$ cat src/design/gslm_pkg.sv
// Shared types and constants for the 3x3 strict local-maximum detector.
package gslm_pkg;

	localparam int CFG_W   = 11;
	localparam int POS_W   = 10;
	localparam int TOTAL_W = 20;
	localparam int QDEPTH  = 4;
	localparam int QAW     = 2;
	localparam int QCW     = 3;

	localparam logic KIND_PEAK    = 1'b0;
	localparam logic KIND_SUMMARY = 1'b1;

	// One classified item as it travels from the front to the back.
	typedef struct packed {
		logic               peak;
		logic               fin;
		logic [POS_W-1:0]   row;
		logic [POS_W-1:0]   col;
		logic [TOTAL_W-1:0] total;
	} report_t;

endpackage

$ cat src/design/gslm_queue.sv
// Short queue of classified items between the front and the back.
module gslm_queue
	import gslm_pkg::*;
#(
	parameter int W = 8
) (
	input  logic           clk,
	input  logic           arst_n,
	input  logic           push,
	input  logic [W-1:0]   push_data,
	input  logic           pop,
	output logic [W-1:0]   head,
	output logic [QCW-1:0] count
);

	logic [W-1:0]   slot_q [QDEPTH];
	logic [QAW-1:0] wr_q, rd_q;
	logic [QCW-1:0] count_q;

	always_ff @(posedge clk or negedge arst_n) begin
		if (!arst_n) begin
			wr_q    <= '0;
			rd_q    <= '0;
			count_q <= '0;
		end else begin
			if (push) begin
				wr_q <= wr_q + QAW'(1);
			end
			if (pop) begin
				rd_q <= rd_q + QAW'(1);
			end
			count_q <= count_q + QCW'(push) - QCW'(pop);
		end
	end

	always_ff @(posedge clk) begin
		if (push) begin
			slot_q[wr_q] <= push_data;
		end
	end

	assign head  = slot_q[rd_q];
	assign count = count_q;

endmodule

$ cat config.mk
export PLATFORM = sky130hd
export DESIGN_NAME = gslm_queue
export DESIGN_NICKNAME = d
export VERILOG_FILES = /design/src/design/gslm_pkg.sv /design/src/design/gslm_queue.sv
export SDC_FILE = /design/constraint.sdc
export NUM_CORES = 1
export LEC_CHECK = 0
export ABC_AREA = 1
export BUFFER_PORTS_ARGS = -buffer_cell sky130_fd_sc_hd__buf_2
export CORE_ASPECT_RATIO = 0.9
export CORE_MARGIN = 10
export CORE_UTILIZATION = 56
export CTS_CLUSTER_DIAMETER = 100
export DETAILED_ROUTE_END_ITERATION = 6
export PLACE_DENSITY = 0.78
export REMOVE_ABC_BUFFERS = 1
export SETUP_SLACK_MARGIN = 0.5
export SYNTH_ARGS = -nofsm -noshare
export SYNTH_HDL_FRONTEND = slang
export SYNTH_SLANG_ARGS = --single-unit
$ cat constraint.sdc
create_clock -name clk -period 2 [get_ports clk]
set_clock_uncertainty 0.2 [all_clocks]
set_input_delay 0.3 -clock clk [delete_from_list [all_inputs] [get_ports clk]]
set_output_delay 0.3 -clock clk [all_outputs]
set_load 0.005 [all_outputs]
== After elaboration in Yosys (flattened, before gate mapping) ==
Memories as Yosys holds them, arrays and structs flattened.
Cells that the tools add are included.

* Register bits after elaboration: 7
* Bits in writable memories: 32
* Input port bits: 12
* Logic and storage cells: 10
* Memories kept: 1

{| class="wikitable"
|+ Memories
! name !! depth !! bits a word !! read ports !! clocked after Yosys merged registers in !! write ports !! line !! text
|-
| slot_q || 4 || 8 || 1 || 0 || 1 || gslm_queue.sv:16 || <nowiki>logic [W-1:0] slot_q [QDEPTH];</nowiki>
|}

* Add/subtract/negate cells: 4
* Muxes and demuxes: 2

{| class="wikitable"
|+ Operators with widths
! cell !! count
|-
| $add A2 B1 Y2 const B || 2
|-
| $add A3 B1 Y3 || 1
|-
| $sub A3 B1 Y3 || 1
|-
| $mux W1 || 2
|}

== Depth between registers and ports, before layout ==
* Word-level depth: 2
* Mapped depth: 10
* Depth with buffers taken out: 10

== Worst setup path after synthesis ==
No wires, ideal clock.

* Kind: reg2reg
* Start point: register count_q[0], in the netlist count[0]
* End point: register count_q[2], in the netlist count[2]
* Arrival: 1.435 ns
* Data required time: 1.683 ns
* Path slack: 0.249 ns
* Stages on the path, launching flop included: 10
* Buffers on the path: 0
* Cells stage by stage: dfrtp_1 -> inv_1 -> ha_1 -> inv_1 -> ha_1 -> fa_1 -> inv_1 -> nand2_1 -> nand3_1 -> nand2_1

* Cells in the longest elaborated chain, start to end: 2

{| class="wikitable"
|+ Ends and longest elaborated chain
! element !! line !! text
|-
| start, declared || gslm_queue.sv:18 || <nowiki>logic [QCW-1:0] count_q;</nowiki>
|-
| start signal, assigned || gslm_queue.sv:32 || <nowiki>count_q <= count_q + QCW'(push) - QCW'(pop);</nowiki>
|-
| $add A3 B1 Y3 || gslm_queue.sv:32 ||
|-
| $sub A3 B1 Y3 || gslm_queue.sv:32 ||
|}

Every way passes these cells.
A chain may end at the register's enable or synchronous reset.

== Worst setup path in the final report ==
* Start point: register rd_q[0]
* End point: output head[4]

* Cells in the longest elaborated chain, start to end: 1

{| class="wikitable"
|+ Ends and longest elaborated chain
! element !! line !! text
|-
| start, declared || gslm_queue.sv:17 || <nowiki>logic [QAW-1:0] wr_q, rd_q;</nowiki>
|-
| start signal, assigned || gslm_queue.sv:30 || <nowiki>rd_q <= rd_q + QAW'(1);</nowiki>
|-
| $mem_v2 Z4 W8 || - ||
|-
| end, declared || gslm_queue.sv:12 || <nowiki>output logic [W-1:0] head,</nowiki>
|}

Every way passes these cells.

==> impl_metrics.toml <==
[critical_path]
r2r-start = "count[0]$_DFF_PN0_"
worst-r2r-cell-count = 9
critPathArrivalTime_ns = 1.36
cp.required_ns = 1.50
worstSetupPathType = "reg2out"
cp-start-kind = "register"
crit_path_max_incr_delay_ns = 0.42
worst_path_max_delay_cell = "dfrtp_2"
reg2reg_to = "count[2]$_DFF_PN0_"
path_cells = "buf_12, buf_8, nand2_2, nand3_2, nand2_1, buf_2"
regToRegSetupSlack_ns = 0.23
end_kind = "output port"
critPathMaxFanout = 8

[layout]
drive_above_1_share = 0.446
n_antenna_cell = 0
stdcell_area_sq_um = 2370
final_net_count = 231
layoutNonFillerInstCount = 255
areaGrowthSynthToFinish_pct = 32.6
nFillCells = 197

[worst_hold_path]
min_path_type = "in2reg"
hp-start = "pop"
hold_path_end = "rd_q[1]$_DFFE_PN0P_"
whs_path_depth = 3

[drt]
ant_nets = 0
drt-vias-per-instance = 4.95
vias = 1262
drt_iter0_drc = 80
detail_route.first_pass.iterations = 4
wl_um = 3810
wl_per_cell_um = 14.9
drc = 0

[floorplan]
die-area_sq_um = 5860
num_io_pins = 23
coreArea_sq_um = 3070
row_count = 19
initial_core_util = 0.583
die_x_um = 79.6
die_height_um = 73.6

[sta]
min_period_ns = 1.86
fmax_ghz = 0.536
hold_violations = 0
min_period_over_period = 0.932
rsz0062_at_grt = "yes"
hold_ws_ns = 0.0565
setup_violations = 0
maxSlewViolCount = 0
slew_headroom = 0.747
tns_ns = 0
tightest_slew_ns = 0.380

[placed_design]
place_area_sq_um = 1910
port_buffers = 22
gp_congestion = 0.751
place_inst = 230
dp_hpwl_um = 2340

[clock_network]
cts_tree = "done"
clk_pin_slew_worst_paths_ns = 0.10
h-tree-depth = 2
clock-root-buffer = "clkbuf_4"
clk_latency_ns = 0.34
cts_sinks = 39
cts_made_buffers = 5
clockBufferDepth = 2

[power]
power_density_nw_per_um2 = 1350
leakagePower_uw = 0.00110
ir_drop_mv = 0.820

[synthesis]
syn_area_per_cell_sq_um = 10.6
syn_inst = 169
synth_common_cells = "inv_1, nand2_1, edfxtp_1, nand3_1, nand2_2"
async_reset_ff_frac = 0.179
ys_dominant_reg_cell = "edfxtp_1"
syn_area_sq_um = 1790
synth_seq_cells = 39
synth_edf_count = 32
yosysTopAreaCellShare = 0.537
synthTopCellsByArea = "edfxtp_1, dfrtp_1, inv_1"
synth.distinct_cells = 16
yosys_warnings = 0
yosys.cell_count.top_type = "inv_1"
yosysTopAreaCell = "edfxtp_1"
seq_area_frac_synth = 0.635

[outcome]
outcome = "completed"

[grt]
grt_pass1_wl_um = 5620
grt_usage = 0.127
antenna_found_initial = 0
overflow = 0
grt_pass1_vias = 1278
grt_max_degree = 17

[job]
drv_cap = 0
how the worst max path moves through the flow:
stage / slack, ns / cells after the start / endpoint / from
2_1_floorplan: 0.25 / 9 / count[2]$_DFF_PN0_ / count[0]$_DFF_PN0_
3_3_place_gp: 0.19 / 9 / count[2]$_DFF_PN0_ / pop
3_5_place_dp: 0.09 / 9 / count[2]$_DFF_PN0_ / pop
4_1_cts: 0.18 / 5 / head[0] / rd_q[0]$_DFFE_PN0P_
5_1_grt: 0.10 / 6 / head[4] / rd_q[0]$_DFFE_PN0P_
6_report: 0.14 / 6 / head[4] / rd_q[0]$_DFFE_PN0P_
cell usage in the layout, fill, tap and decap left out, types with 2 or more instances in the layout:
master / n
inv_8: 2
dfrtp_1: 4
edfxtp_1: 32
buf_4: 3
buf_6: 3
clkbuf_4: 5
ha_4: 5
xor2_1: 3
nand3_2: 11
clkbuf_1: 2
nand3_1: 6
dfrtp_2: 3
buf_2: 21
buf_8: 2
clkinvlp_4: 3
nand2_4: 4
nand2_1: 23
dlygate4sd3_1: 10
inv_2: 5
nand2_2: 24
inv_1: 36
final cells by class:
class,instances,area (sq um),area share
timing repair inverter,1,11.3,0.00475
sequential,39,1140,0.480
inverter,46,194,0.0818
clock inverter,1,5.00,0.00211
multi-input combinational,79,613,0.258
clock buffer,7,45.0,0.0190
tap,42,52.6,0.0222
timing repair buffer,40,312,0.131
flip-flops by register name (all words and copies together), names as in the netlist:
register and cells:
count 3, rd_q 2, slot_q 32, wr_q 2
critical path, delay by kind of cell, from the launching register on:
| family | cells | cell delay, ns |
|---|---|---|
| buffers and inverters | 3 | 0.41 |
| DFF | 1 | 0.42 |
| and+or+nand+nor | 3 | 0.21 |
power by group:
| part | internal, uW | total [uW] | switching (uW) |
|---|---|---|---|
| sequential | 1100 | 1230 | 136 |
| combinational | 704 | 1610 | 903 |
| clock | 137 | 375 | 238 |
| total | 1940 | 3210 | 1280 |
stage by stage:
stage               total power (uW)   util  setup slack (ns)
finish                          3210  0.774             0.136
global route                    3430  0.774             0.101
CTS                             2800  0.701             0.176
detailed placement              2250  0.624            0.0921
global placement                2150  0.624             0.192
floorplan                       1810      -             0.249
logic make-up (layout without fill, tap and decap cells):
logic type                 Yosys count  in the layout  share of synthesized area
and+or+nand+nor                     68             68                      0.166
buffers and inverters               51             95                      0.129
DFF                                 39             39                      0.635
adders and majority gates            7              7                     0.0531
xor gates and xnor gates             3              3                     0.0147
AOI/OAI and AO/OA                    1              1                    0.00279
timing repair:
| action | in CTS | in global routing |
|---|---|---|
| setup buffers | 5 | 1 |
| hold buffers | 10 | 0 |
| hold endpoints to repair | 40 | 0 |
| resized for setup | 18 | 49 |
| pin swaps | 5 | 31 |
| gates cloned | 0 | 1 |
| endpoints found under the setup margin | 34 | 34 |
layer usage:
layer  routed length [um]  GRT usage  up-vias
li1                     -          -      606
met1                 1390      0.122      611
met2                 2150      0.246       34
met3                  182     0.0341       11
met4                   80     0.0596        0
met5                    0          0        -
No activity file was read; power rests on OpenSTA's default activity.
