[src/design/gslm_pkg.sv]
// Shared types and constants for the 3x3 strict local-maximum detector.
package gslm_pkg;

	localparam int CFG_W   = 11;
	localparam int POS_W   = 10;
	localparam int TOTAL_W = 20;
	localparam int QDEPTH  = 4;
	localparam int QAW     = 2;
	localparam int QCW     = 3;

	localparam logic KIND_PEAK    = 1'b0;
	localparam logic KIND_SUMMARY = 1'b1;

	// One classified item as it travels from the front to the back.
	typedef struct packed {
		logic               peak;
		logic               fin;
		logic [POS_W-1:0]   row;
		logic [POS_W-1:0]   col;
		logic [TOTAL_W-1:0] total;
	} report_t;

endpackage

[src/design/gslm_if.sv]


interface gslm_result_if #(parameter int HB = 16) ();
	logic                 valid;
	logic                 ready;
	logic                 kind;
	logic signed [HB-1:0] peak_value;
	logic [9:0]           peak_row;
	logic [9:0]           peak_col;
	logic [19:0]          peak_total;
	logic                 last;

	modport source(output valid, output kind, output peak_value, output peak_row,
		output peak_col, output peak_total, output last, input ready);
	modport sink(input valid, input kind, input peak_value, input peak_row,
		input peak_col, input peak_total, input last, output ready);
endinterface

[src/design/gslm_back.sv]
// Back part: turns queued items into peak reports and summaries.
module gslm_back
	import gslm_pkg::*;
#(
	parameter int HEIGHT_BITS = 16
) (
	input  logic                          clk,
	input  logic                          arst_n,
	input  logic [QCW-1:0]                q_count,
	input  report_t                       head_rep,
	input  logic signed [HEIGHT_BITS-1:0] head_value,
	output logic                          pop,
	gslm_result_if.source                 results
);

	logic phase_q, load, emit_peak;

	assign load      = (q_count != '0) && (!results.valid || results.ready);
	assign emit_peak = head_rep.peak && !phase_q;
	assign pop       = load && !(emit_peak && head_rep.fin);

	always_ff @(posedge clk or negedge arst_n) begin
		if (!arst_n) begin
			results.valid <= 1'b0;
			phase_q       <= 1'b0;
		end else begin
			if (load) begin
				results.valid <= 1'b1;
				phase_q       <= emit_peak && head_rep.fin;
			end else if (results.ready) begin
				results.valid <= 1'b0;
			end
		end
	end

	always_ff @(posedge clk) begin
		if (load) begin
			if (emit_peak) begin
				results.kind       <= KIND_PEAK;
				results.peak_value <= head_value;
				results.peak_row   <= head_rep.row;
				results.peak_col   <= head_rep.col;
				results.peak_total <= '0;
				results.last       <= !head_rep.fin;
			end else begin
				results.kind       <= KIND_SUMMARY;
				results.peak_value <= '0;
				results.peak_row   <= '0;
				results.peak_col   <= '0;
				results.peak_total <= head_rep.total;
				results.last       <= 1'b1;
			end
		end
	end

endmodule

[src/flat_wrapper.sv]
// flat-port wrapper written by rule: the top's interface ports become plain ports
module gslm_back_flat import gslm_pkg::*;
#(
	parameter int HEIGHT_BITS = 16
)
  (clk, arst_n, q_count, head_rep, head_value, pop, results_valid, results_kind, results_peak_value, results_peak_row, results_peak_col, results_peak_total, results_last, results_ready);
  gslm_result_if results_i ();
  input  logic clk;
  input  logic arst_n;
  input  logic [QCW-1:0] q_count;
  input  report_t head_rep;
  input  logic signed [HEIGHT_BITS-1:0] head_value;
  output logic pop;
  output wire logic [$bits(results_i.valid)-1:0] results_valid;
  output wire logic [$bits(results_i.kind)-1:0] results_kind;
  output wire logic [$bits(results_i.peak_value)-1:0] results_peak_value;
  output wire logic [$bits(results_i.peak_row)-1:0] results_peak_row;
  output wire logic [$bits(results_i.peak_col)-1:0] results_peak_col;
  output wire logic [$bits(results_i.peak_total)-1:0] results_peak_total;
  output wire logic [$bits(results_i.last)-1:0] results_last;
  input wire logic [$bits(results_i.ready)-1:0] results_ready;
  assign results_valid = results_i.valid;
  assign results_kind = results_i.kind;
  assign results_peak_value = results_i.peak_value;
  assign results_peak_row = results_i.peak_row;
  assign results_peak_col = results_i.peak_col;
  assign results_peak_total = results_i.peak_total;
  assign results_last = results_i.last;
  assign results_i.ready = results_ready;
  gslm_back #(.HEIGHT_BITS(HEIGHT_BITS)) u_core (.clk(clk), .arst_n(arst_n), .q_count(q_count), .head_rep(head_rep), .head_value(head_value), .pop(pop), .results(results_i));
endmodule
[config.mk]
export PLATFORM = sky130hd
export DESIGN_NAME = gslm_back_flat
export DESIGN_NICKNAME = d
export VERILOG_FILES = /design/src/design/gslm_pkg.sv /design/src/design/gslm_if.sv /design/src/design/gslm_back.sv /design/src/flat_wrapper.sv
export SDC_FILE = /design/constraint.sdc
export NUM_CORES = 1
export LEC_CHECK = 0
export BUFFER_PORTS_ARGS = -buffer_cell sky130_fd_sc_hd__buf_2
export CORE_MARGIN = 1.5
export CORE_UTILIZATION = 40
export CTS_BUF_LIST = sky130_fd_sc_hd__clkbuf_4 sky130_fd_sc_hd__clkbuf_8 sky130_fd_sc_hd__clkbuf_16
export DETAILED_ROUTE_END_ITERATION = 8
export PLACE_DENSITY = 0.73
export SYNTH_ARGS = -nofsm -noshare
export SYNTH_HDL_FRONTEND = slang
export SYNTH_SLANG_ARGS = --single-unit
[constraint.sdc]
create_clock -name clk -period 6.8 [get_ports clk]
set_clock_uncertainty 0.05 [all_clocks]
set_input_delay 1.36 -clock clk [delete_from_list [all_inputs] [get_ports clk]]
set_output_delay 1.36 -clock clk [all_outputs]
set_load 0.03 [all_outputs]
# Word level (Yosys, flattened, before mapping)
# Index checks and enable logic that the tools add are counted.
word_totals:
  register_bits: 60
op_classes:
  reduce_logical: 11
  muxes: 3
op_table:
  columns: ["operator", "n"]
  rows:
  - ["$logic_and 1x1->1", 4]
  - ["$logic_not 1->1", 4]
  - ["$mux 1", 3]
  - ["$reduce_bool 3->1", 1]
  - ["$reduce_bool 2->1", 1]
  - ["$logic_or 1x1->1", 1]

# Longest topological paths before layout
# Gate-level depths: netlist of run 1.
depth:
  ltp_word: 5
  mapped_depth: 4
  mapped_depth_nobuf: 3

# Worst setup path after synthesis of run 1
# No wires, ideal clock.
synth_path:
  path_type: "input port to output port"
  start: "input q_count[1]"
  end: "output pop"
  required_time_ps: 5390
  arrival_time_ps: 4907
  slack_ps: 483
  path_buffers: 0
  cell_stages: 3
  path_cell_list: "nor3_1 -> a21oi_1 -> and2_1"
synth_via:
  elab_chain_cells: 3
synth_rtl:
  columns: ["item", "line", "source"]
  rows:
  - ["start: declaration", "flat_wrapper.sv:10", "input logic [QCW-1:0] q_count;"]
  - ["$reduce_bool 3->1", "gslm_back.sv:18", "assign load = (q_count != '0) && (!results.valid || results.ready);"]
  - ["$logic_and 1x1->1", "gslm_back.sv:18", null]
  - ["net u_core.load", "gslm_back.sv:16", "logic phase_q, load, emit_peak;"]
  - ["$logic_and 1x1->1", "gslm_back.sv:20", "assign pop = load && !(emit_peak && head_rep.fin);"]
  - ["end: declaration", "flat_wrapper.sv:13", "output logic pop;"]
# The timed path passes the listed nets, and every way through them passes these cells.

# Worst setup path after layout of run 1
# Ends and elaborated chain as after synthesis.

==> results of run 1 <==
-- power breakdown --
| group | total, mW | switching, mW | internal, mW |
|---|---|---|---|
| Combinational | 0.143 | 0.0973 | 0.0459 |
| Clock | 0.298 | 0.129 | 0.169 |
| Sequential | 0.451 | 0.00784 | 0.443 |
| Total | 0.892 | 0.234 | 0.658 |
-- stage by stage --
step,util (%),setup WS (ns)
final,57.13,2.770
after CTS,57.13,2.746
after floorplan,-,0.4834
after detailed placement,53.73,2.747
after global placement,53.73,2.776
after global routing,57.13,2.660
-- registers in the layout (all words and copies together), names as in the netlist --
signal and flops:
u_core.results.peak_total 20, u_core.results.peak_col 10, u_core.results.kind 1, u_core.results.valid 1, u_core.results.peak_row 10, u_core.results.last 1, u_core.results.peak_value 16, u_core.phase_q 1
-- layer usage --
| layer | part of all wire, % | vias up | track usage [%] |
|---|---|---|---|
| met3 | 9.0 | 10 | 4.535 |
| met2 | 48 | 88 | 22.61 |
| met4 | 2.5 | 0 | 10.18 |
| met5 | 0 | - | 0 |
| met1 | 41 | 662 | 18.60 |
| li1 | - | 717 | - |
-- cells by family (layout without fill, tap and decap cells) --
kind of cell	after synthesis	count (layout)	share of synthesized area [%]
buffers and inverters	10	145	2.827
flip-flops	60	60	79.38
AND/OR/NAND/NOR	60	60	16.91
multiplexers	1	1	0.4435
AO/OA/AOI/OAI	2	2	0.4430
-- layout make-up --
class / instances / share of cell area [%]
Timing Repair Buffer: 125 / 20.17
Sequential cell: 60 / 57.30
Clock inverter: 6 / 1.761
Tap cell: 72 / 2.881
Multi-Input combinational cell: 63 / 13.21
Clock buffer: 10 / 4.202
Inverter: 4 / 0.4802
-- final timing paths --
path,cells after the start,end,slack (ns)
max,6,pop,2.77
min,2,u_core.results.valid$_DFFE_PN0P_,0.55
max reg2reg,2,u_core.results.peak_row[8]$_SDFFCE_PP0P_,5.19
min reg2reg,2,u_core.results.valid$_DFFE_PN0P_,0.55
max in group asynchronous,1,u_core.phase_q$_DFFE_PN0P_,5.84
min in group asynchronous,1,u_core.results.valid$_DFFE_PN0P_,0.76
-- layout by cell type (no fill, tap or decap) --
master / netlist / routed
nand2_2: 1 / 1
clkinvlp_4: 0 / 1
clkinv_2: 0 / 2
buf_4: 0 / 2
mux2i_1: 1 / 1
o21ai_0: 1 / 1
nor2b_4: 1 / 1
a21oi_4: 0 / 1
dfrtp_1: 2 / 2
nor2b_1: 20 / 20
clkbuf_4: 0 / 1
and2_1: 37 / 37
edfxtp_1: 58 / 58
clkinv_1: 0 / 2
inv_1: 4 / 4
clkbuf_8: 0 / 9
nor3_1: 1 / 1
bufinv_16: 0 / 1
buf_2: 3 / 123
-- worst max-delay path: stages --
cell     delay, ns
buf_2         0.09
nor3_1        0.36
a21oi_4       0.04
buf_4         0.35
and2_1        0.24
buf_2         0.17
==> out/metrics.yaml, run 1 <==
place:
  dp_cells: 324
  dp_hpwl_mm: 3.052
  gp_congestion: 0.7234
  io_buffers: 123
  place_area_mm2: 0.002940
grt:
  grt_pass1_wl_mm: 6.541
  gr-total-overflow: 0
  first_global_vias: 1366
  grt_max_degree: 61
  antenna_found_initial: 0
  grt_util_all_layers_pct: 15.01
worst_setup_path:
  cp.arrival_ns: 2.62
  crit_required_ns: 5.39
  worst_setup_path_start_kind: "input port"
  crit_path_end_kind: "output port"
  worstSetupStartpoint: "q_count[1]"
  crit_type: "in2out"
  rr_startpoint: "u_core.results.valid$_DFFE_PN0P_"
  crit_fanout: 60
yosys:
  syn_inst: 133
  ys_ff_latch: 60
  netlist_top_cells_area: "edfxtp_1 (77%), and2_1 (10%), nor2b_1 (5.5%)"
  async_reset_ff_share_pct: 3.333
  synth_warnings: 0
  synth_top_cell_area_share_pct: 77.16
  synth_most_common_cell: "edfxtp_1"
  synthFlopType: "edfxtp_1"
  avgSynthCellArea_um2: 16.97
  ys_seq_area_share_pct: 79.38
  synth_common_cells: "edfxtp_1 (58), and2_1 (37), nor2b_1 (20)"
  synth_cell_types: 13
  synth_edf_count: 58
  synth_top_cell_by_area: "edfxtp_1"
  syn-num-nets: 197
  netlist_area_mm2: 0.002257
clocking:
  cts-root-buf: "clkbuf_8"
  numCtsBuffers: 9
  cts_tree: "yes"
  clk_path_buf_depth: 2
  cts_repair_resize_count: 0
  ctsHoldBuffers: 0
  cts_num_sinks: 60
  htree_levels: 3
  cts.clk_slew.worst_paths_ns: 0.06
  clk_latency_ns: 0.32
  post_cts_buffers: 0
final_layout:
  fin_area_mm2: 0.003127
  nFillCells: 459
  regArea_mm2: 0.001792
  multi_input_area_um2: 412.9
  diodes: 0
  area_growth_pct: 38.53
  nNetsFinal: 327
  layout-drive-gt1-share_pct: 52.99
  instances_no_fill: 340
sta:
  setup_viol: 0
  finalCritPeriodShare_pct: 59.27
  whs_ns: 0.5466
  tightestPinTransition_ns: 0.7226
  hold_violations: 0
  tns_ns: 0
  slew_headroom_pct: 51.83
  min_period_ns: 4.030
  maxSlewViolCount: 0
  max_freq_mhz: 248.1
  rsz0062_at_grt: "no"
detailed_routing:
  drtAntennaViolNets: 0
  drc_errors: 0
  dr.first_iter.drc_count: 87
  totalWireLength_mm: 4.347
  viasPerCell: 4.344
  firstDrtPassIters: 4
  vias: 1477
  avgRoutedWirePerCell_um: 12.79
floorplanning:
  fp.dieW_um: 78.12
  die_y_um: 78.12
  initial_core_util_pct: 41.24
  dieArea_mm2: 0.006103
  core_mm2: 0.005473
  ios: 124
  rows: 27
status:
  outcome: "completed"
power:
  finalPower_mw: 0.8921
  p_per_area_mw_per_mm2: 285.3
  power.leakage_nw: 1.400
  vdd_drop_max_mv: 0.1525
run:
  maxCapViolCount: 0
min_path:
  worstHoldStart: "u_core.results.valid$_DFFE_PN0P_"
  min_path_type: "reg2reg"
No activity file was read; power rests on OpenSTA's default activity.
==> inputs of run 2 (changes only) <==
--- a/config.mk
+++ b/config.mk
@@ -10,7 +10,7 @@
 export CORE_UTILIZATION = 40
 export CTS_BUF_LIST = sky130_fd_sc_hd__clkbuf_4 sky130_fd_sc_hd__clkbuf_8 sky130_fd_sc_hd__clkbuf_16
 export DETAILED_ROUTE_END_ITERATION = 8
-export PLACE_DENSITY = 0.73
+export PLACE_DENSITY = 0.76
 export SYNTH_ARGS = -nofsm -noshare
 export SYNTH_HDL_FRONTEND = slang
 export SYNTH_SLANG_ARGS = --single-unit
==> constraint.sdc (replaced) <==
create_clock -name clk -period 3.7 [get_ports clk]
set_clock_uncertainty 0.05 [all_clocks]
set_input_delay 0.74 -clock clk [delete_from_list [all_inputs] [get_ports clk]]
set_output_delay 0.74 -clock clk [all_outputs]
set_load 0.03 [all_outputs]
==> run 2 against run 1 <==
Against the previous run: final cell count stayed put; largest power group unchanged; non-clock buffer count stayed put; core utilization stayed put; total power is 84% higher; worst setup slack worse by 1.4 ns; highest routed layer unchanged; first-iteration DRC count is 37% lower; global-route usage is 0.38 points lower; critical endpoint unchanged; clock power is 84% higher.
==> out/metrics.yaml, run 2 (same netlist as run 1, synthesis figures left out) <==
power:
  clkPwrFrac_pct: 33.4  # about the same
  power_frac_comb_pct: 16.1  # was 16.0%
  power_switching_mw: 0.4288  # was 0.2338 mW
  vdd_drop_max_mv: 0.2616  # was 0.1525 mV
  pwr-share-seq_pct: 50.5  # was 50.6%
  finalPower_mw: 1.639  # was 0.8921 mW
  power.leakage_nw: 1.400  # unchanged
  swShare_pct: 26.16  # was 26.20%
  power.internal_mw: 1.210  # was 0.6584 mW
  p_per_area_mw_per_mm2: 524.2  # was 285.3 mW/mm²
sta:
  slew_headroom_pct: 51.52  # was 51.83%
  min_period_ns: 2.375
  fin_ws_ns: 1.325  # was 2.770 ns
  finalCritPeriodShare_pct: 64.19
  max_freq_mhz: 421.0
  maxSlewViolCount: 0  # unchanged
  rsz0062_at_grt: "no"  # unchanged
  tns_ns: 0  # unchanged
  tightestPinTransition_ns: 0.7272  # was 0.7226 ns
  setup_viol: 0  # unchanged
  whs_ns: 0.1465  # was 0.5466 ns
  hold_violations: 0  # unchanged
floorplanning:
  core_mm2: 0.005473  # unchanged
  fp.dieW_um: 78.12  # unchanged
  ios: 124  # unchanged
  die_y_um: 78.12  # unchanged
  dieArea_mm2: 0.006103  # unchanged
  rows: 27  # unchanged
  initial_core_util_pct: 41.24  # unchanged
final_layout:
  nNetsFinal: 327  # unchanged
  layout-drive-gt1-share_pct: 52.99  # unchanged
  mostFrequentLayoutCells: "buf_2 (123), edfxtp_1 (58), and2_1 (37)"  # unchanged
  diodes: 0  # unchanged
  area_growth_pct: 38.53  # unchanged
  layout_commonest_cell: "buf_2"  # unchanged
  reg_top3: "u_core.results.peak_total (20), u_core.results.peak_value (16)"  # unchanged
  largest_register_ffs: 20  # unchanged
  finalCoreUtilization_pct: 57.13  # unchanged
  fin_area_mm2: 0.003127  # unchanged
  instances_no_fill: 340  # unchanged
  regMostFlops: "u_core.results.peak_total"  # unchanged
detailed_routing:
  vias: 1476  # was 1477
  drc_errors: 0  # unchanged
  dr.first_iter.drc_count: 55  # was 87
  viasPerCell: 4.341  # was 4.344
  avgRoutedWirePerCell_um: 12.84  # was 12.79 µm
  totalWireLength_mm: 4.366  # was 4.347 mm
  firstDrtPassIters: 4  # unchanged
  drtAntennaViolNets: 0  # unchanged
clocking:
  cts_num_sinks: 60  # unchanged
  ctsHoldBuffers: 0  # unchanged
  clk_latency_ns: 0.31  # was 0.32 ns
  cts_tree: "yes"  # unchanged
  post_cts_buffers: 0  # unchanged
  cts_repair_resize_count: 0  # unchanged
  cts-root-buf: "clkbuf_8"  # unchanged
  numCtsBuffers: 9  # unchanged
  htree_levels: 3  # unchanged
  cts.clk_slew.worst_paths_ns: 0.06  # about the same
  clk_path_buf_depth: 2  # unchanged
grt:
  first_global_vias: 1376  # was 1366
  grt_util_all_layers_pct: 14.63  # was 15.01%
  gr-total-overflow: 0  # unchanged
  grt_max_degree: 60  # was 61
  grt_pass1_wl_mm: 6.534  # was 6.541 mm
  antenna_found_initial: 0  # unchanged
worst_setup_path:
  crit_required_ns: 2.91  # was 5.39 ns
  worst_setup_path_start_kind: "input port"  # unchanged
  worstSetupStartpoint: "q_count[1]"  # unchanged
  reg2reg_to: "u_core.results.peak_value[15]$_SDFFCE_PP0P_"  # was u_core.results.peak_row[8]$_SDFFCE_PP0P_
  rrSetupSlack_ns: 2.08  # was 5.19 ns
  crit_type: "in2out"  # unchanged
  cp.arrival_ns: 1.59  # was 2.62 ns
  rr_startpoint: "u_core.results.valid$_DFFE_PN0P_"  # unchanged
  crit_path_end_kind: "output port"  # unchanged
  crit_fanout: 2  # was 60
  r2r_cells: 2  # unchanged
place:
  pre_cts_slack_ns: 1.324  # was 2.747 ns
  place_area_mm2: 0.002940  # unchanged
  dp_cells: 324  # unchanged
  dp_hpwl_mm: 3.026  # was 3.052 mm
  gp_congestion: 0.6900  # was 0.7234
  io_buffers: 123  # unchanged
run:
  maxCapViolCount: 0  # unchanged
min_path:
  min_path_type: "in2async"  # was reg2reg
status:
  outcome: "completed"  # unchanged
-- run 2: cell counts in the layout (fill, tap and decap cells not counted) --
No cell type changed its count.
-- run 2: worst max-delay path by stage --
stage | end | slack (ns)
3_5_place_dp | pop | 1.32
4_1_cts | pop | 1.33
6_report | pop | 1.32
5_1_grt | pop | 1.27
3_3_place_gp | pop | 1.38
2_1_floorplan | pop | 0.64
-- run 2: power by group through the flow --
stage,Sequential (mW),Combinational [mW],Clock (mW)
3_3_place_gp,0.841,0.263,0
4_1_cts,0.829,0.267,0.564
6_report,0.828,0.263,0.548
5_1_grt,0.833,0.282,0.594
3_5_place_dp,0.843,0.266,0
2_1_floorplan,0.954,0.0685,0
-- run 2: per-layer routing --
layer | global-route usage (%) | wire length (µm)
met1 | 17.51 | 1821
met2 | 23.48 | 2095
met3 | 3.953 | 392
met4 | 9.107 | 57
met5 | 0 | 0
-- run 2: worst max-delay path, cell delays in order --
cell	delay, ns
buf_2	0.10
nor3_1	0.39
a21oi_4	0.04
and2_1	0.15
buf_2	0.17
-- run 2: layout make-up --
cell class	count	area, µm²
Fill cell	470	2346
Sequential cell	60	1792
Timing Repair Buffer	125	630.6
Multi-Input combinational cell	63	412.9
Clock buffer	10	131.4
Tap cell	72	90.09
Clock inverter	6	55.05
Inverter	4	15.01
==> inputs of run 3 (changes only) <==
--- a/config.mk
+++ b/config.mk
@@ -5,12 +5,13 @@
 export SDC_FILE = /design/constraint.sdc
 export NUM_CORES = 1
 export LEC_CHECK = 0
+export ABC_AREA = 1
 export BUFFER_PORTS_ARGS = -buffer_cell sky130_fd_sc_hd__buf_2
 export CORE_MARGIN = 1.5
 export CORE_UTILIZATION = 40
 export CTS_BUF_LIST = sky130_fd_sc_hd__clkbuf_4 sky130_fd_sc_hd__clkbuf_8 sky130_fd_sc_hd__clkbuf_16
 export DETAILED_ROUTE_END_ITERATION = 8
-export PLACE_DENSITY = 0.76
+export PLACE_DENSITY = 0.74
 export SYNTH_ARGS = -nofsm -noshare
 export SYNTH_HDL_FRONTEND = slang
 export SYNTH_SLANG_ARGS = --single-unit
==> constraint.sdc (replaced) <==
create_clock -name clk -period 2 [get_ports clk]
set_clock_uncertainty 0.05 [all_clocks]
set_input_delay 0.4 -clock clk [delete_from_list [all_inputs] [get_ports clk]]
set_output_delay 0.4 -clock clk [all_outputs]
set_load 0.03 [all_outputs]
==> run 3 against run 2 <==
Against the previous run: sequential share of layout area shrank 4.1 points; global-route usage shrank 0.48 points; final cell count grew 20%; clock-buffer cell count grew 2; critical path depth shrank 1; worst hold slack gained 0.17 ns; combinational power grew to 2.5 times the previous value; largest cell class unchanged; wire length grew 3.5%; sequential power grew 91%; highest routed layer unchanged; worst setup slack lost 1.1 ns.
==> out/metrics.yaml, run 3 <==
status:
  outcome: "completed"  # unchanged
yosys:
  syn-num-nets: 260  # was 197
  synth_warnings: 0  # unchanged
  avgSynthCellArea_um2: 12.86  # was 16.97 µm²
  synth_edf_count: 58  # unchanged
  synth_top_cell_area_share_pct: 69.08  # was 77.16%
  synth_common_cells: "inv_1 (61), edfxtp_1 (58), nor2_1 (38)"  # was edfxtp_1 (58), and2_1 (37), nor2b_1 (20)
  syn_inst: 196  # was 133
  netlist_area_mm2: 0.002521  # was 0.002257 mm²
  synthFlopType: "edfxtp_1"  # unchanged
  synth_xor_xnor_area_share_pct: 0  # unchanged
  synth_top_cell_by_area: "edfxtp_1"  # unchanged
  async_reset_ff_share_pct: 3.333  # unchanged
  ys_seq_area_share_pct: 71.07  # was 79.38%
  synth_top_family_by_area: "simple AND/OR/NAND/NOR gates"  # unchanged
  synth-compound-area-share_pct: 0  # was 0.4435%
  synth_most_common_cell: "inv_1"  # was edfxtp_1
  netlist_top_cells_area: "edfxtp_1 (69%), nor2_4 (9.4%), inv_1 (9.1%)"  # was edfxtp_1 (77%), and2_1 (10%), nor2b_1 (5.5%)
  synth_cell_types: 11  # was 13
  ys_ff_latch: 60  # unchanged
  synth_simple_gate_area_share_pct: 16.58  # was 16.91%
  synth.mux.area_fraction_pct: 0  # was 0.4435%
  synth_adder_area_share_pct: 0  # unchanged
final_layout:
  reg_top3: "u_core.results.peak_total (20), u_core.results.peak_value (16)"  # unchanged
  layout_commonest_cell: "buf_2"  # unchanged
  instances_no_fill: 408  # was 340
  nNetsFinal: 392  # was 327
  largest_register_ffs: 20  # unchanged
  fin_area_mm2: 0.003368  # was 0.003127 mm²
  regMostFlops: "u_core.results.peak_total"  # unchanged
  finalCoreUtilization_pct: 56.22  # was 57.13%
  diodes: 0  # unchanged
  layout-drive-gt1-share_pct: 49.55  # was 52.99%
  area_growth_pct: 33.60  # was 38.53%
  nFillCells: 533  # was 470
  mostFrequentLayoutCells: "buf_2 (123), inv_1 (60), edfxtp_1 (58)"  # was buf_2 (123), edfxtp_1 (58), and2_1 (37)
sta:
  max_freq_mhz: 577.4
  tightestPinTransition_ns: 0.3960  # was 0.7272 ns
  min_period_ns: 1.732
  hold_violations: 0  # unchanged
  slew_headroom_pct: 73.60  # was 51.52%
  rsz0062_at_grt: "no"  # unchanged
  fin_ws_ns: 0.2682  # was 1.325 ns
  maxSlewViolCount: 0  # unchanged
  setup_viol: 0  # unchanged
  whs_ns: 0.3204  # was 0.1465 ns
  finalCritPeriodShare_pct: 86.59
  tns_ns: 0  # unchanged
clocking:
  cts_repair_resize_count: 0  # unchanged
  cts-root-buf: "clkbuf_8"  # unchanged
  numCtsBuffers: 9  # unchanged
  htree_levels: 3  # unchanged
  cts_tree: "yes"  # unchanged
  ctsHoldBuffers: 1  # was 0
  cts_num_sinks: 60  # unchanged
  post_cts_buffers: 0  # unchanged
  cts.clk_slew.worst_paths_ns: 0.07  # was 0.06 ns
  clk_latency_ns: 0.32  # was 0.31 ns
  clk_path_buf_depth: 2  # unchanged
detailed_routing:
  viasPerCell: 4.110  # was 4.341
  drtAntennaViolNets: 0  # unchanged
  firstDrtPassIters: 4  # unchanged
  avgRoutedWirePerCell_um: 11.07  # was 12.84 µm
  vias: 1677  # was 1476
  drc_errors: 0  # unchanged
  totalWireLength_mm: 4.518  # was 4.366 mm
  dr.first_iter.drc_count: 65  # was 55
worst_setup_path:
  crit_type: "reg2out"  # was in2out
  crit_fanout: 4  # was 2
  crit_path_end_kind: "output port"  # unchanged
  cpPeakStageDelay_ns: 0.40  # was 0.39 ns
  path_cells: "nand2_1 > nand2_1 > nor2_1 > buf_2"  # was buf_2 > nor3_1 > a21oi_4 > and2_1 > buf_2
  cp.arrival_ns: 1.28  # was 1.59 ns
  crit_path_frequent_cell: "nand2_1"  # was buf_2
  cpMaxStageDelayCell: "dfrtp_2"  # was nor3_1
  worst_setup_path_start_kind: "flop"  # was input port
  crit_required_ns: 1.55  # was 2.91 ns
run:
  maxCapViolCount: 0  # unchanged
power:
  power.leakage_nw: 1.713  # was 1.400 nW
  vdd_drop_max_mv: 0.5150  # was 0.2616 mV
  finalPower_mw: 3.139  # was 1.639 mW
  p_per_area_mw_per_mm2: 932.1  # was 524.2 mW/mm²
floorplanning:
  ios: 124  # unchanged
  die_y_um: 82.39  # was 78.12 µm
  fp.dieW_um: 82.39  # was 78.12 µm
  core_mm2: 0.005991  # was 0.005473 mm²
  initial_core_util_pct: 42.08  # was 41.24%
  rows: 28  # was 27
  dieArea_mm2: 0.006788  # was 0.006103 mm²
grt:
  antenna_found_initial: 0  # unchanged
  grt_max_degree: 59  # was 60
  gr-total-overflow: 0  # unchanged
  first_global_vias: 1645  # was 1376
  grt_pass1_wl_mm: 6.865  # was 6.534 mm
  grt_util_all_layers_pct: 14.15  # was 14.63%
place:
  dp_hpwl_mm: 3.287  # was 3.026 mm
  io_buffers: 123  # unchanged
  pre_cts_slack_ns: 0.4475  # was 1.324 ns
  gp_congestion: 0.6588  # was 0.6900
  dp_cells: 391  # was 324
  place_area_mm2: 0.003196  # was 0.002940 mm²
min_path:
  min_path_type: "in2reg"  # was in2async
run 3: layout make-up:
class	instances	area, µm²	share of cell area [%]
clock buffers	12	146.4	4.346
inverters	63	240.2	7.132
well taps	75	93.84	2.786
multi-input cells	67	417.9	12.41
repair buffers	127	660.6	19.61
clock inverters	4	16.27	0.4829
flip-flops and latches	60	1793	53.23
run 3: where the power goes:
| group | internal, mW | total, mW | switching [mW] | leakage [nW] |
|---|---|---|---|---|
| registers | 1.55 | 1.58 | 0.0323 | 0.620 |
| logic | 0.189 | 0.668 | 0.479 | 1.01 |
| clock network | 0.476 | 0.893 | 0.417 | 0.0871 |
| total | 2.21 | 3.14 | 0.928 | 1.71 |
run 3: cell families after synthesis:
family | Yosys count
DFF | 60
and+or+nand+nor | 67
buffers and inverters | 69
run 3: path summary, 6_finish.rpt:
check | start | to | slack, ns | cells after the start
max in group asynchronous | arst_n | u_core.results.valid$_DFFE_PN0P_ | 1.45 | 2
worst min register to register | u_core.phase_q$_DFFE_PN0P_ | u_core.phase_q$_DFFE_PN0P_ | 0.46 | 2
min in group asynchronous | arst_n | u_core.phase_q$_DFFE_PN0P_ | 0.34 | 2
worst min-delay path | head_rep[11] | u_core.results.peak_total[11]$_SDFFCE_PN0P_ | 0.32 | 3
worst max register to register | u_core.results.valid$_DFFE_PN0P_ | u_core.results.peak_total[6]$_SDFFCE_PN0P_ | 0.55 | 4
worst max-delay path | u_core.results.valid$_DFFE_PN0P_ | pop | 0.27 | 4
run 3: worst max-delay path: cells and delay by family, from the launching register on:
family / cells / cell delay [ns]
buffers and inverters: 1 / 0.20
flip-flops: 1 / 0.40
AND/OR/NAND/NOR: 3 / 0.36
run 3: per-layer routing:
| layer | part of all wire [%] | GRT usage (%) |
|---|---|---|
| met5 | 0 | 0 |
| met2 | 49 | 24.47 |
| met3 | 11 | 5.824 |
| met4 | 2.0 | 8.136 |
| met1 | 39 | 14.24 |
